==> src/rtl/mesh_vertex_normal_average_core_macros.svh <==
// assertion macros for the vertex normal averaging core
`ifndef MESH_VERTEX_NORMAL_AVERAGE_CORE_MACROS_SVH
`define MESH_VERTEX_NORMAL_AVERAGE_CORE_MACROS_SVH

// property that holds at every clock edge outside reset
`define MVNA_ASSERT(lbl, prop, msg) \
	lbl: assert property (@(posedge clk) disable iff (!arst_n) (prop)) else $error(msg);

// condition that implies a consequence in the following cycle
`define MVNA_ASSERT_NEXT(lbl, ante, cons, msg) \
	lbl: assert property (@(posedge clk) disable iff (!arst_n) (ante) |=> (cons)) else $error(msg);

`endif

==> src/rtl/mvna_pkg.sv <==
// types, constants and state encodings for the vertex normal averaging core
package mvna_pkg;

	localparam int VTX_AW     = 10;
	localparam int VTX_DEPTH  = 1 << VTX_AW;
	localparam int VCNT_W     = VTX_AW + 1;
	localparam int TRI_AW     = 11;
	localparam int TRI_DEPTH  = 1 << TRI_AW;
	localparam int TRI_CNT_W  = TRI_AW + 1;
	localparam int COORD_W    = 16;
	localparam int NORM_W     = 16;
	localparam int ACC_W      = 24;
	localparam int EDGE_W     = COORD_W + 1;
	localparam int PROD_W     = 2 * EDGE_W;
	localparam int VEC_W      = PROD_W + 1;
	localparam int MAG_W      = VEC_W - 1;
	localparam int UNIT_W     = 30;
	localparam int SUM_W      = 2 * UNIT_W + 2;
	localparam int ROOT_W     = UNIT_W + 1;
	localparam int FRAC_W     = 14;
	localparam int QUO_W      = FRAC_W + 1;
	localparam int NUM_W      = UNIT_W + FRAC_W + 1;
	localparam int SQRT_STEPS = SUM_W / 2;
	localparam int IN_DATA_W  = 136;
	localparam int OUT_DATA_W = 64;
	localparam int OP_W       = 2;

	typedef logic signed [COORD_W-1:0] coord_t;
	typedef logic signed [NORM_W-1:0]  norm_t;
	typedef logic signed [ACC_W-1:0]   acc_t;
	typedef logic signed [VEC_W-1:0]   vec_t;
	typedef logic [VTX_AW-1:0]         vidx_t;

	typedef struct packed {
		coord_t z;
		coord_t y;
		coord_t x;
	} pos_t;

	typedef struct packed {
		acc_t acc_z;
		acc_t acc_y;
		acc_t acc_x;
		pos_t pos;
	} vtx_t;

	typedef struct packed {
		vidx_t c;
		vidx_t b;
		vidx_t a;
	} tri_t;

	// input word, first field in the lowest bits
	typedef struct packed {
		vidx_t  corner_c;
		vidx_t  corner_b;
		vidx_t  corner_a;
		norm_t  start_nz;
		norm_t  start_ny;
		norm_t  start_nx;
		coord_t pos_z;
		coord_t pos_y;
		coord_t pos_x;
		vidx_t  vertex_index;
	} in_data_t;

	// output word, zero padded to whole bytes
	typedef struct packed {
		logic [5:0] pad;
		norm_t      norm_z;
		norm_t      norm_y;
		norm_t      norm_x;
		vidx_t      out_index;
	} out_data_t;

	typedef enum logic [OP_W-1:0] {
		OP_WRITE   = 2'd0,
		OP_APPEND  = 2'd1,
		OP_COMPUTE = 2'd2,
		OP_READ    = 2'd3
	} op_t;

	typedef enum logic [3:0] {
		C_IDLE,
		C_RD_RESP,
		C_TRI_CHK,
		C_TRI_LAT,
		C_POS_A,
		C_POS_B,
		C_POS_C,
		C_CROSS,
		C_FACE_NORM,
		C_ACC_RD,
		C_ACC_WR,
		C_VN_CHK,
		C_VN_LAT,
		C_VN_NORM,
		C_DONE
	} ctrl_state_t;

	typedef enum logic [2:0] {
		U_IDLE,
		U_SHIFT,
		U_SQ,
		U_SQRT,
		U_DIV_INIT,
		U_DIV,
		U_DONE
	} uv_state_t;

	typedef enum logic {
		X_IDLE,
		X_MUL
	} cr_state_t;

endpackage

==> src/rtl/mvna_cross.sv <==
// cross product of two triangle edges on one shared multiplier
module mvna_cross (
	input  logic               clk,
	input  logic               arst_n,
	input  logic               start,
	input  mvna_pkg::pos_t     pa,
	input  mvna_pkg::pos_t     pb,
	input  mvna_pkg::pos_t     pc,
	output logic               done,
	output mvna_pkg::vec_t     cr_x,
	output mvna_pkg::vec_t     cr_y,
	output mvna_pkg::vec_t     cr_z
);

	localparam int STEPS = 6;

	mvna_pkg::cr_state_t st_q, st_next;
	logic [2:0] step_q;
	logic [2:0] prev_step;
	logic signed [mvna_pkg::EDGE_W-1:0] e1_q [3];
	logic signed [mvna_pkg::EDGE_W-1:0] e2_q [3];
	logic signed [mvna_pkg::EDGE_W-1:0] op_a, op_b;
	logic signed [mvna_pkg::PROD_W-1:0] prod, prod_q, hold_q;
	mvna_pkg::vec_t cr_q [3];

	// operand order: y*z - z*y, z*x - x*z, x*y - y*x
	always_comb begin
		unique case (step_q)
			3'd0: begin op_a = e1_q[1]; op_b = e2_q[2]; end
			3'd1: begin op_a = e1_q[2]; op_b = e2_q[1]; end
			3'd2: begin op_a = e1_q[2]; op_b = e2_q[0]; end
			3'd3: begin op_a = e1_q[0]; op_b = e2_q[2]; end
			3'd4: begin op_a = e1_q[0]; op_b = e2_q[1]; end
			3'd5: begin op_a = e1_q[1]; op_b = e2_q[0]; end
			default: begin op_a = '0; op_b = '0; end
		endcase
	end

	assign prod      = mvna_pkg::PROD_W'(op_a) * mvna_pkg::PROD_W'(op_b);
	assign prev_step = step_q - 3'd1;

	// next state, the last difference lands in the cycle after the final product
	always_comb begin
		st_next = st_q;
		unique case (st_q)
			mvna_pkg::X_IDLE: if (start) st_next = mvna_pkg::X_MUL;
			mvna_pkg::X_MUL:  if (step_q == 3'(STEPS + 1)) st_next = mvna_pkg::X_IDLE;
			default:          st_next = mvna_pkg::X_IDLE;
		endcase
	end

	// outputs
	always_comb begin
		done = (st_q == mvna_pkg::X_MUL) && (step_q == 3'(STEPS + 1));
		cr_x = cr_q[0];
		cr_y = cr_q[1];
		cr_z = cr_q[2];
	end

	always_ff @(posedge clk or negedge arst_n) begin
		if (!arst_n) begin
			st_q   <= mvna_pkg::X_IDLE;
			step_q <= '0;
		end else begin
			st_q <= st_next;
			if (st_q == mvna_pkg::X_IDLE) begin
				step_q <= '0;
			end else begin
				step_q <= step_q + 3'd1;
			end
		end
	end

	// edge capture, product register and pairwise subtract
	always_ff @(posedge clk) begin
		if (st_q == mvna_pkg::X_IDLE && start) begin
			e1_q[0] <= mvna_pkg::EDGE_W'(pb.x) - mvna_pkg::EDGE_W'(pa.x);
			e1_q[1] <= mvna_pkg::EDGE_W'(pb.y) - mvna_pkg::EDGE_W'(pa.y);
			e1_q[2] <= mvna_pkg::EDGE_W'(pb.z) - mvna_pkg::EDGE_W'(pa.z);
			e2_q[0] <= mvna_pkg::EDGE_W'(pc.x) - mvna_pkg::EDGE_W'(pa.x);
			e2_q[1] <= mvna_pkg::EDGE_W'(pc.y) - mvna_pkg::EDGE_W'(pa.y);
			e2_q[2] <= mvna_pkg::EDGE_W'(pc.z) - mvna_pkg::EDGE_W'(pa.z);
		end
		if (st_q == mvna_pkg::X_MUL) begin
			if (step_q < 3'(STEPS)) prod_q <= prod;
			if (step_q != 3'd0) begin
				if (!prev_step[0]) begin
					hold_q <= prod_q;
				end else begin
					cr_q[prev_step[2:1]] <= mvna_pkg::VEC_W'(hold_q) - mvna_pkg::VEC_W'(prod_q);
				end
			end
		end
	end

endmodule

==> config.mk <==
export PLATFORM = sky130hd
export DESIGN_NAME = mvna_cross
export DESIGN_NICKNAME = d
export VERILOG_FILES = /design/src/rtl/mesh_vertex_normal_average_core_macros.svh /design/src/rtl/mvna_pkg.sv /design/src/rtl/mvna_cross.sv
export SDC_FILE = /design/constraint.sdc
export NUM_CORES = 1
export LEC_CHECK = 0
export BUFFER_PORTS_ARGS = -buffer_cell sky130_fd_sc_hd__buf_2
export CAP_MARGIN = 10
export CORE_MARGIN = 3
export CORE_UTILIZATION = 44
export CTS_CLUSTER_SIZE = 25
export DETAILED_ROUTE_END_ITERATION = 6
export GPL_TIMING_DRIVEN = 0
export HOLD_SLACK_MARGIN = 0.03
export PLACE_DENSITY = 0.6
export SYNTH_ARGS = -nofsm -noshare
export SYNTH_HDL_FRONTEND = slang
export SYNTH_SLANG_ARGS = --single-unit
==> constraint.sdc <==
create_clock -name clk -period 8.49 [get_ports clk]
set_input_delay 1.698 -clock clk [delete_from_list [all_inputs] [get_ports clk]]
set_output_delay 1.698 -clock clk [all_outputs]
set_load 0.02 [all_outputs]
==> impl_metrics.env <==
export IMPL_cp_slowest_cell="fa_1"
export IMPL_r2r_cells=29
export IMPL_critPathMostFrequentCell="fa_1"
export IMPL_cts_max_level=2
export IMPL_num_vias=18261
export IMPL_grt_busiest_layer="met2"
export IMPL_area_growth_pct=15.2
export IMPL_grtUsageMet2_pct=37.1
export IMPL_die_area_sq_mm=0.0611
export IMPL_finalSetupViolations=0
export IMPL_core_area_sq_mm=0.0569
export IMPL_numCtsBuffers=34
export IMPL_place_gp_congestion=0.926
export IMPL_netlist_instances=2448
export IMPL_period_needed_ns=8.16
export IMPL_critPathLaunch="step_q[0]"
export IMPL_cts_buffer_depth=3
export IMPL_grt_overflow=0
export IMPL_dpl_cell_area_sq_mm=0.0280
export IMPL_status="complete, no violations"
export IMPL_slew_violations=0
export IMPL_cp_num_buf_inv=7
export IMPL_crit_path_start_kind="flop"
export IMPL_yosysWarnings=0
export IMPL_avgViaCountPerCell=5.16
export IMPL_ant_nets=0
export IMPL_met1_usage_pct=27.6
export IMPL_ys_top_cells_by_count="inv_1, fa_1, edfxtp_1"
export IMPL_drtIter0Drc=951
export IMPL_hp_class="reg -> reg"
export IMPL_firstDrtPassIters=6
export IMPL_hold_viol_final=0
export IMPL_synth_cell_types=64
export IMPL_end_kind="flop"
export IMPL_arrival_ns=8.45
export IMPL_relSlewSlack_pct=44.3
export IMPL_seq_area_frac_synth_pct=32.7
export IMPL_nets=3434
export IMPL_yosysMostFrequentCell="inv_1"
export IMPL_drt_total_wl_microns=62000
export IMPL_max_freq_ghz=0.123
export IMPL_rows=87
export IMPL_grt_util_all_layers_pct=21.0
export IMPL_drt_wirelength_per_cell_microns=17.5
export IMPL_grt_start_max_net_pins=35
export IMPL_critPathTopFamily="adder cells"
export IMPL_hpwl_microns=51500
export IMPL_die_h_microns=247
export IMPL_antenna_found_initial=0
export IMPL_drive_above_1_share_pct=15.7
export IMPL_drc_errors=0
export IMPL_grt_pass1_vias=19012
export IMPL_netlist_area_sq_mm=0.0256
export IMPL_clock_latency_ns=0.55
export IMPL_worst_pin_slew_ns=0.836
export IMPL_grt_pass1_wl_microns=101000
export IMPL_clkTransAtPathRegs_ns=0.06
export IMPL_critPathRequiredTime_ns=8.78
export IMPL_fin_area_sq_mm=0.0295
export IMPL_rrSetupSlack_ns=0.33
export IMPL_yosys_register_bits=279
export IMPL_ys_flop_type="edfxtp_1"
export IMPL_cts_sinks=279
export IMPL_crit_type="reg -> reg"
export IMPL_syn_num_nets=3120
export IMPL_hold_depth=0
export IMPL_cp_depth=29
export IMPL_pin_count=253
export IMPL_crit_fanout=10
export IMPL_cts_tree="done"
export IMPL_port_buffers=252
export IMPL_cap_violations=0
export IMPL_initial_core_util_pct=44.9
export IMPL_n_antenna_cell=0
export IMPL_ys_async_sr_fraction_pct=1.43
export IMPL_synth_top_cell_area_share_pct=32.3
export IMPL_use_met3_pct=2.54
export IMPL_cts_root_buf="clkbuf_16"
export IMPL_fin_worst_skew_ns=0.0202
export IMPL_cpPeakStageDelay_ns=0.55
export IMPL_syn_area_per_cell_sq_um=10.5
export IMPL_fin_crit_sh_pct=96.1
export IMPL_die_x_microns=247
export IMPL_synth_area_leaders="edfxtp_1, fa_1, ha_1"
export IMPL_synth_edf_count=275
export IMPL_hold_start="prod_q[18]"
export IMPL_regToRegStartpoint="step_q[0]"
export IMPL_yosysTopAreaCell="edfxtp_1"
## metal layers
| layer | routed length (microns) | vias to the layer above |
|---|---|---|
| li1 | - | 8692 |
| met1 | 27000 | 9063 |
| met2 | 30800 | 424 |
| met3 | 2850 | 82 |
| met4 | 1350 | 0 |
| met5 | 0 | - |
## what timing repair did
action                     CTS  global route
hold buffers                 0             0
cloned                       0             0
setup buffers                9            13
pin swaps                    5            13
hold endpoints to repair     0             0
resized for setup           37            88
setup endpoints to repair   15             7
## cell families (layout without fill, tap and decap cells)
logic type,count (synthesis),in the layout,share of synthesized area [%]
buffers and inverters,493,827,7.27
XOR/XNOR,130,130,4.45
AND/OR/NAND/NOR,672,672,11.6
multiplexers,4,4,0.161
flip-flops,279,279,32.7
adder cells (fa/ha/maj),525,525,34.6
AO/OA/AOI/OAI,345,345,9.29
## cell type report
type	count	area (sq um)
Tap cell	756	946
Clock inverter	21	224
Multi-Input combinational cell	1676	15600
Fill cell	5205	27500
Timing Repair Buffer	288	1610
Inverter	441	1660
Clock buffer	35	855
Sequential cell	279	8360
Buffer	42	254
## path summary, 6_finish.rpt
check / to
max in group asynchronous: step_q[0]
worst max-delay path: prod_q[30]
worst min register to register: hold_q[18]
worst min-delay path: hold_q[18]
worst max register to register: prod_q[30]
min in group asynchronous: st_q
## cells in the final DEF, fill, tap and decap left out, types with 8 or more instances in the layout
cell type / netlist / routed
a211oi_1: 10 / 9
xor2_1: 24 / 24
nor2b_1: 31 / 30
nand2_1: 200 / 192
nor2_1: 273 / 271
o21ai_0: 39 / 38
ha_1: 222 / 220
a21boi_0: 9 / 8
inv_1: 441 / 439
fa_1: 303 / 301
or2_2: 16 / 16
clkbuf_4: 0 / 8
a31oi_1: 11 / 9
nand3_1: 25 / 25
nand2b_1: 24 / 23
xnor2_1: 106 / 106
a21o_1: 35 / 35
clkbuf_16: 0 / 34
and3_1: 9 / 8
or3_1: 11 / 11
a222oi_1: 11 / 11
buf_2: 1 / 259
o21ai_1: 15 / 13
o21bai_1: 11 / 11
clkbuf_2: 0 / 13
a22oi_1: 24 / 18
buf_4: 0 / 26
a41o_1: 9 / 9
nor3_1: 33 / 33
a21oi_1: 90 / 87
nand4_1: 11 / 11
o21a_1: 22 / 22
edfxtp_1: 275 / 275
clkbuf_1: 50 / 12
and2_1: 25 / 21
## sequential cells by signal (all words and copies together) (netlist names)
name,count
e1_q,51
st_q,1
prod_q,34
hold_q,34
e2_q,51
step_q,3
cr_q,105
## per-stage QoR
step / setup slack, ns / util, % / hold WS, ns / TNS, ns / instances
floorplan: 0.889 / - / 0.426 / 0 / 2448
global placement: -1.12 / 48.8 / 0.433 / -47.03 / 3456
detailed placement: -0.991 / 49.2 / 0.435 / -6.98 / 3470
CTS: 0.00816 / 51.3 / 0.449 / 0 / 3527
global route: -0.0139 / 51.8 / 0.457 / -0.0139 / 3538
finish: 0.327 / 51.8 / 0.447 / 0 / 3538
## worst register-to-register path: cells and delay by family (launching register included)
| family | cells | cell delay, ns |
|---|---|---|
| simple gates | 3 | 0.40 |
| flops | 1 | 0.44 |
| fa+ha+maj | 9 | 3.70 |
| xor+xnor | 1 | 0.08 |
| buf+inv | 7 | 0.85 |
| compound gates | 9 | 2.45 |
Power is not shown: default switching activity piles up to over one toggle a cycle in this logic, so the estimate is an artifact.
