<file path="src/rtl/mesh_vertex_normal_average_core_macros.svh">
// assertion macros for the vertex normal averaging core
`ifndef MESH_VERTEX_NORMAL_AVERAGE_CORE_MACROS_SVH
`define MESH_VERTEX_NORMAL_AVERAGE_CORE_MACROS_SVH

// property that holds at every clock edge outside reset
`define MVNA_ASSERT(lbl, prop, msg) \
	lbl: assert property (@(posedge clk) disable iff (!arst_n) (prop)) else $error(msg);

// condition that implies a consequence in the following cycle
`define MVNA_ASSERT_NEXT(lbl, ante, cons, msg) \
	lbl: assert property (@(posedge clk) disable iff (!arst_n) (ante) |=> (cons)) else $error(msg);

`endif

</file>
<file path="src/rtl/mvna_pkg.sv">
// types, constants and state encodings for the vertex normal averaging core
package mvna_pkg;

	localparam int VTX_AW     = 10;
	localparam int VTX_DEPTH  = 1 << VTX_AW;
	localparam int VCNT_W     = VTX_AW + 1;
	localparam int TRI_AW     = 11;
	localparam int TRI_DEPTH  = 1 << TRI_AW;
	localparam int TRI_CNT_W  = TRI_AW + 1;
	localparam int COORD_W    = 16;
	localparam int NORM_W     = 16;
	localparam int ACC_W      = 24;
	localparam int EDGE_W     = COORD_W + 1;
	localparam int PROD_W     = 2 * EDGE_W;
	localparam int VEC_W      = PROD_W + 1;
	localparam int MAG_W      = VEC_W - 1;
	localparam int UNIT_W     = 30;
	localparam int SUM_W      = 2 * UNIT_W + 2;
	localparam int ROOT_W     = UNIT_W + 1;
	localparam int FRAC_W     = 14;
	localparam int QUO_W      = FRAC_W + 1;
	localparam int NUM_W      = UNIT_W + FRAC_W + 1;
	localparam int SQRT_STEPS = SUM_W / 2;
	localparam int IN_DATA_W  = 136;
	localparam int OUT_DATA_W = 64;
	localparam int OP_W       = 2;

	typedef logic signed [COORD_W-1:0] coord_t;
	typedef logic signed [NORM_W-1:0]  norm_t;
	typedef logic signed [ACC_W-1:0]   acc_t;
	typedef logic signed [VEC_W-1:0]   vec_t;
	typedef logic [VTX_AW-1:0]         vidx_t;

	typedef struct packed {
		coord_t z;
		coord_t y;
		coord_t x;
	} pos_t;

	typedef struct packed {
		acc_t acc_z;
		acc_t acc_y;
		acc_t acc_x;
		pos_t pos;
	} vtx_t;

	typedef struct packed {
		vidx_t c;
		vidx_t b;
		vidx_t a;
	} tri_t;

	// input word, first field in the lowest bits
	typedef struct packed {
		vidx_t  corner_c;
		vidx_t  corner_b;
		vidx_t  corner_a;
		norm_t  start_nz;
		norm_t  start_ny;
		norm_t  start_nx;
		coord_t pos_z;
		coord_t pos_y;
		coord_t pos_x;
		vidx_t  vertex_index;
	} in_data_t;

	// output word, zero padded to whole bytes
	typedef struct packed {
		logic [5:0] pad;
		norm_t      norm_z;
		norm_t      norm_y;
		norm_t      norm_x;
		vidx_t      out_index;
	} out_data_t;

	typedef enum logic [OP_W-1:0] {
		OP_WRITE   = 2'd0,
		OP_APPEND  = 2'd1,
		OP_COMPUTE = 2'd2,
		OP_READ    = 2'd3
	} op_t;

	typedef enum logic [3:0] {
		C_IDLE,
		C_RD_RESP,
		C_TRI_CHK,
		C_TRI_LAT,
		C_POS_A,
		C_POS_B,
		C_POS_C,
		C_CROSS,
		C_FACE_NORM,
		C_ACC_RD,
		C_ACC_WR,
		C_VN_CHK,
		C_VN_LAT,
		C_VN_NORM,
		C_DONE
	} ctrl_state_t;

	typedef enum logic [2:0] {
		U_IDLE,
		U_SHIFT,
		U_SQ,
		U_SQRT,
		U_DIV_INIT,
		U_DIV,
		U_DONE
	} uv_state_t;

	typedef enum logic {
		X_IDLE,
		X_MUL
	} cr_state_t;

endpackage

</file>
<file path="src/rtl/mvna_unit_vec.sv">
// iterative vector normalizer: range shift, squares, square root, divide
module mvna_unit_vec (
	input  logic               clk,
	input  logic               arst_n,
	input  logic               start,
	input  mvna_pkg::vec_t     vin_x,
	input  mvna_pkg::vec_t     vin_y,
	input  mvna_pkg::vec_t     vin_z,
	output logic               done,
	output mvna_pkg::norm_t    q_x,
	output mvna_pkg::norm_t    q_y,
	output mvna_pkg::norm_t    q_z
);

	localparam int UNIT_W = mvna_pkg::UNIT_W;
	localparam int MAG_W  = mvna_pkg::MAG_W;
	localparam int SUM_W  = mvna_pkg::SUM_W;
	localparam int NUM_W  = mvna_pkg::NUM_W;
	localparam int QUO_W  = mvna_pkg::QUO_W;

	mvna_pkg::uv_state_t st_q, st_next;
	mvna_pkg::vec_t vin [3];
	logic [MAG_W-1:0] mag_q [3];
	logic [MAG_W-1:0] mag_or;
	logic [2:0] neg_q;
	logic [1:0] k_q;
	logic [UNIT_W-1:0] m_sel;
	logic [2*UNIT_W-1:0] sq;
	logic [SUM_W-1:0] sum_q, sum_next;
	logic [SUM_W-1:0] n_q;
	logic [SUM_W:0] r_q, bitv, trial, r_next;
	logic [4:0] j_q;
	logic [mvna_pkg::ROOT_W-1:0] len_q;
	logic [NUM_W-1:0] rem_q;
	logic [NUM_W:0] dv;
	logic ge, root_ge, all_zero;
	logic [3:0] i_q;
	logic [QUO_W-1:0] quo_q, quo_next;
	mvna_pkg::norm_t qv;
	mvna_pkg::norm_t q_q [3];

	assign vin[0] = vin_x;
	assign vin[1] = vin_y;
	assign vin[2] = vin_z;
	assign all_zero = (vin_x == '0) && (vin_y == '0) && (vin_z == '0);
	assign mag_or = mag_q[0] | mag_q[1] | mag_q[2];

	// sum of squares, one component a cycle
	assign m_sel    = mag_q[k_q][UNIT_W-1:0];
	assign sq       = m_sel * m_sel;
	assign sum_next = sum_q + SUM_W'(sq);

	// one square-root digit a cycle
	assign bitv    = (SUM_W+1)'(1) << {j_q, 1'b0};
	assign trial   = r_q + bitv;
	assign root_ge = {1'b0, n_q} >= trial;
	assign r_next  = root_ge ? ((r_q >> 1) + bitv) : (r_q >> 1);

	// one quotient bit a cycle
	assign dv       = (NUM_W+1)'(len_q) << i_q;
	assign ge       = {1'b0, rem_q} >= dv;
	assign quo_next = {quo_q[QUO_W-2:0], ge};
	assign qv       = mvna_pkg::NORM_W'(quo_next);

	// next state
	always_comb begin
		st_next = st_q;
		unique case (st_q)
			mvna_pkg::U_IDLE: begin
				if (start) st_next = all_zero ? mvna_pkg::U_DONE : mvna_pkg::U_SHIFT;
			end
			mvna_pkg::U_SHIFT: begin
				if ((mag_or[MAG_W-1:UNIT_W] == '0) && mag_or[UNIT_W-1]) st_next = mvna_pkg::U_SQ;
			end
			mvna_pkg::U_SQ:      if (k_q == 2'd2) st_next = mvna_pkg::U_SQRT;
			mvna_pkg::U_SQRT:    if (j_q == '0) st_next = mvna_pkg::U_DIV_INIT;
			mvna_pkg::U_DIV_INIT: st_next = mvna_pkg::U_DIV;
			mvna_pkg::U_DIV: begin
				if (i_q == '0) st_next = (k_q == 2'd2) ? mvna_pkg::U_DONE : mvna_pkg::U_DIV_INIT;
			end
			mvna_pkg::U_DONE:    st_next = mvna_pkg::U_IDLE;
			default:             st_next = mvna_pkg::U_IDLE;
		endcase
	end

	// outputs
	always_comb begin
		done = (st_q == mvna_pkg::U_DONE);
		q_x  = q_q[0];
		q_y  = q_q[1];
		q_z  = q_q[2];
	end

	always_ff @(posedge clk or negedge arst_n) begin
		if (!arst_n) begin
			st_q <= mvna_pkg::U_IDLE;
		end else begin
			st_q <= st_next;
		end
	end

	// datapath registers
	always_ff @(posedge clk) begin
		unique case (st_q)
			mvna_pkg::U_IDLE: begin
				if (start) begin
					for (int i = 0; i < 3; i++) begin
						mag_q[i] <= MAG_W'(vin[i][mvna_pkg::VEC_W-1] ? -vin[i] : vin[i]);
						neg_q[i] <= vin[i][mvna_pkg::VEC_W-1];
						q_q[i]   <= '0;
					end
				end
			end
			mvna_pkg::U_SHIFT: begin
				if (mag_or[MAG_W-1:UNIT_W] != '0) begin
					for (int i = 0; i < 3; i++) mag_q[i] <= mag_q[i] >> 1;
				end else if (!mag_or[UNIT_W-1]) begin
					for (int i = 0; i < 3; i++) mag_q[i] <= mag_q[i] << 1;
				end else begin
					k_q   <= '0;
					sum_q <= '0;
				end
			end
			mvna_pkg::U_SQ: begin
				sum_q <= sum_next;
				k_q   <= k_q + 2'd1;
				if (k_q == 2'd2) begin
					n_q <= sum_next;
					r_q <= '0;
					j_q <= 5'(mvna_pkg::SQRT_STEPS - 1);
				end
			end
			mvna_pkg::U_SQRT: begin
				if (root_ge) n_q <= n_q - trial[SUM_W-1:0];
				r_q <= r_next;
				j_q <= j_q - 5'd1;
				if (j_q == '0) begin
					len_q <= r_next[mvna_pkg::ROOT_W-1:0];
					k_q   <= '0;
				end
			end
			mvna_pkg::U_DIV_INIT: begin
				rem_q <= NUM_W'({mag_q[k_q][UNIT_W-1:0], mvna_pkg::FRAC_W'(0)})
					+ NUM_W'(len_q >> 1);
				i_q   <= 4'(mvna_pkg::FRAC_W);
				quo_q <= '0;
			end
			mvna_pkg::U_DIV: begin
				if (ge) rem_q <= rem_q - dv[NUM_W-1:0];
				quo_q <= quo_next;
				i_q   <= i_q - 4'd1;
				if (i_q == '0) begin
					q_q[k_q] <= neg_q[k_q] ? -qv : qv;
					k_q      <= k_q + 2'd1;
				end
			end
			default: ;
		endcase
	end

endmodule

</file>
<file path="config.mk">
export PLATFORM = sky130hd
export DESIGN_NAME = mvna_unit_vec
export DESIGN_NICKNAME = d
export VERILOG_FILES = /design/src/rtl/mesh_vertex_normal_average_core_macros.svh /design/src/rtl/mvna_pkg.sv /design/src/rtl/mvna_unit_vec.sv
export SDC_FILE = /design/constraint.sdc
export NUM_CORES = 2
export LEC_CHECK = 0
export ABC_AREA = 0
export BUFFER_PORTS_ARGS = -buffer_cell sky130_fd_sc_hd__buf_2
export CAP_MARGIN = 20
export CORE_MARGIN = 5
export CORE_UTILIZATION = 30
export CTS_BUF_LIST = sky130_fd_sc_hd__clkbuf_16
export CTS_CLUSTER_SIZE = 40
export DETAILED_ROUTE_END_ITERATION = 12
export PLACE_DENSITY = 0.44
export SYNTH_ARGS = -nofsm -noshare
export SYNTH_HDL_FRONTEND = slang
export SYNTH_SLANG_ARGS = --single-unit
</file>
<file path="constraint.sdc">
create_clock -name clk -period 19.6 [get_ports clk]
set_input_delay 2.94 -clock clk [delete_from_list [all_inputs] [get_ports clk]]
set_output_delay 2.94 -clock clk [all_outputs]
set_load 0.1 [all_outputs]
</file>
==> metrics.txt <==
Psw roughly 550 µW; final wirelength a little over 200000 µm; sequential share of power a little over two fifths; Yosys reg bits 446; clock slew at reported path FFs ~60 ps; Worst setup SP type flop; hold slack 568 ps; clock power share 52.3%; Worst Path Required 20020 ps; Synth Area in Simple Gates 14.1%; HP Class flop to flop; CTS Hold Bufs 0; core area 204000 µm²; number of H-tree levels 2; Yosys warning count 0; Tcrit/Tclk final 58.7%; post-synthesis compound-gate area fraction 13.5%; Max VDD drop 70.9 µV; Final Wtd Congestion between 0.8 and 0.9; synthesized-area fraction occupied by adder cells between 30% and 40%; CTS buffer count a little over 60; DP HPWL between 150000 and 200000 µm; mux share of post-synthesis cell area roughly 2.1%; Seq/Total Area, Yosys between 20% and 30%; Top FF cell, synth edfxtp_1; DIE AREA 214000 µm²; Final Hold Fails 0; slowest cell on the critical path clkinv_1; Comb pwr share 3.7%; Pins Over Slew Limit 0; routed len/inst roughly 22 µm; Synth cell types 81; Critical Path Max Stage Delay 1100 ps; FFs w/ async S/R, synth less than 1%; latest clock arrival within the worst-skew pair between 700 and 800 ps; Initial Util 30.1%; clock skew ~36 ps; main combinational cell family by area after synthesis adder cells; syn_nets 8227; Pre-Repair DR Iteration Count 6; first-pass GRT wire length 318000 µm; crit path max fanout 30; post-CTS sizing 0; vias per inst roughly 5; Die Y around 460 µm; synthesized cell area 61400 µm²; P_int around 1800 µW; max_cap viols 0; Synth area leaders fa_1 (25%), edfxtp_1 (22%), ha_1 (9.2%); vias in the first global route ~50000; Slew HR 20.9%; EDFF count, synth around 440; Antenna Nets Post-Route 0; TritonCTS clock tree built; setup violators final 0; FMAX 87.0 MHz; post-synth top area cell fa_1; Area Growth Syn to Fin 9.63%; # Post-CTS Setup Buffers 0; fillers 21400; setup_tns 0 ps; Post-route DRC 0; GRT overflow 0; Final min period 11500 ps; initial antenna violation count 5; Bufs on Longest Clock Path 3; RSZ-0062 raised after global routing false; crit path capture type flop; count of input and output buffers 156; Yosys top cell area share between 20 and 25%; share of layout cells above drive strength 1 6.28%; Gate Count Post-Synth between 6000 and 7000; Worst Max-Slew Pin Slew 1180 ps; Mean Syn Cell Area roughly 8.9 µm²; 1st-iter DRT viols 3455; Sink Count 446; cell mode on critical path inv_1; critical path arrival 11920 ps; CTS root buffer clkbuf_16; Post-Synth XOR/XNOR Area 5.98%; I/O pin cnt 157; DIE WIDTH ~460 µm; PwrDens 35.1 nW/µm²; Leak ~0.030 µW; outcome complete, no violations; vias post-DR around 50000; maximum number of pins on one net before global-route repair 103; switching share of power between 20% and 30%; Final #Nets 8227; total global-route track usage 19.2%; critical setup path kind flop to flop; FP Rows approximately 170
-- registers in the layout, summed over array words and instances, names as in the netlist, named ones only --
| name | flops |
|---|---|
| i_q | 4 |
| j_q | 5 |
| k_q | 2 |
| len_q | 31 |
| mag_q | 102 |
| n_q | 62 |
| neg_q | 3 |
| q_q | 48 |
| quo_q | 14 |
| r_q | 63 |
| rem_q | 45 |
| st_q | 3 |
| sum_q | 62 |
-- through the flow --
step                instance area (µm²)  instances  power (µW)  setup WS (ps)  util (%)
floorplan                         61400       6909        1110           9420         -
global placement                  65200       9533        1140           8380      31.9
detailed placement                65200       9534        1140           8190      31.9
CTS                               67300       9647        2400           8150      33.0
global route                      67300       9647        2450           7500      33.0
finish                            67300       9648        2360           8100      33.0
-- routing by layer --
metal / GRT usage, % / vias to the layer above / part of all wire [%]
li1: - / 22800 / -
met1: 27.1 / 24300 / 46
met2: 31.1 / 1225 / 46
met3: 2.55 / 233 / 5.0
met4: 4.71 / 4 / 2.8
met5: 0 / - / 0.011
-- cell usage after synthesis, drive strengths merged, types with 31 or more instances --
| library cell | n |
|---|---|
| clkbuf | 261 |
| a21oi | 404 |
| buf | 42 |
| o21bai | 66 |
| nand2b | 31 |
| ha | 451 |
| nor3 | 70 |
| xnor2 | 211 |
| or3 | 35 |
| fa | 759 |
| o31ai | 47 |
| a31oi | 73 |
| nand2 | 764 |
| nor2 | 652 |
| mux2i | 77 |
| nand3 | 67 |
| and2 | 73 |
| and3 | 52 |
| a211oi | 48 |
| o21a | 55 |
| nor2b | 52 |
| a21o | 126 |
| xor2 | 208 |
| nand4 | 69 |
| edfxtp | 441 |
| inv | 1095 |
| o21ai | 391 |
-- power groups by stage --
stage               Sequential [µW]  Clock [µW]  Combinational [µW]
floorplan                      1060           0                47.0
global placement               1060           0                85.0
detailed placement             1060           0                85.2
CTS                            1040        1280                86.4
global route                   1040        1310                97.3
finish                         1040        1240                86.6
-- area by class of cell --
class	count	area, µm²	share of cell area, %
antenna	1	2.50	0.00372
clock buffer	63	1580	2.34
clock inverter	50	577	0.857
inverter	1106	4150	6.17
multi-input combinational	5054	42900	63.7
sequential	446	13400	19.8
tap	2688	3360	5.00
timing repair buffer	240	1410	2.10
-- logic make-up after synthesis --
group | count (synthesis)
compound gates | 1357
xor+xnor | 419
fa+ha+maj | 1210
buf+inv | 1409
flops | 446
mux | 110
simple gates | 1958
-- layout by cell type, fill, tap and decap left out, types with 77 or more instances in the layout --
| cell type | synthesis | layout |
|---|---|---|
| a21oi_1 | 404 | 404 |
| o21ai_0 | 386 | 383 |
| ha_1 | 451 | 451 |
| inv_1 | 1094 | 1104 |
| a21o_1 | 126 | 126 |
| mux2i_1 | 77 | 77 |
| nor2_1 | 651 | 649 |
| buf_4 | 2 | 84 |
| buf_2 | 5 | 156 |
| edfxtp_1 | 441 | 441 |
| xor2_1 | 208 | 208 |
| xnor2_1 | 211 | 211 |
| fa_1 | 759 | 759 |
| nand2_1 | 764 | 762 |
-- worst max-delay path: cells and delay by family, from the launching register on --
family,cells,cell delay (ps)
buffers and inverters,12,2330
AOI/OAI and AO/OA,9,3500
muxes,1,240
and+or+nand+nor,4,730
DFF,1,310
adders and majority gates,9,4050
-- worst paths after layout --
| kind | endpoint | cells past startpoint | slack, ps | from |
|---|---|---|---|---|
| max | sum_q[59]$_SDFFCE_PN0P_ | 35 | 8100 | flop |
| max reg2reg | sum_q[59]$_SDFFCE_PN0P_ | 35 | 8100 | flop |
| min | mag_q[2][1]$_DFFE_PP_ | 2 | 570 | mag_q[2][0]$_SDFFCE_PP0P_ |
| max in group asynchronous | st_q[1]$_DFFE_PN0P_ | 1 | 17440 | arst_n |
| min reg2reg | mag_q[2][1]$_DFFE_PP_ | 2 | 570 | mag_q[2][0]$_SDFFCE_PP0P_ |
| min in group asynchronous | st_q[2]$_DFFE_PN0P_ | 1 | 2050 | arst_n |
No activity file was read; power rests on OpenSTA's default activity.
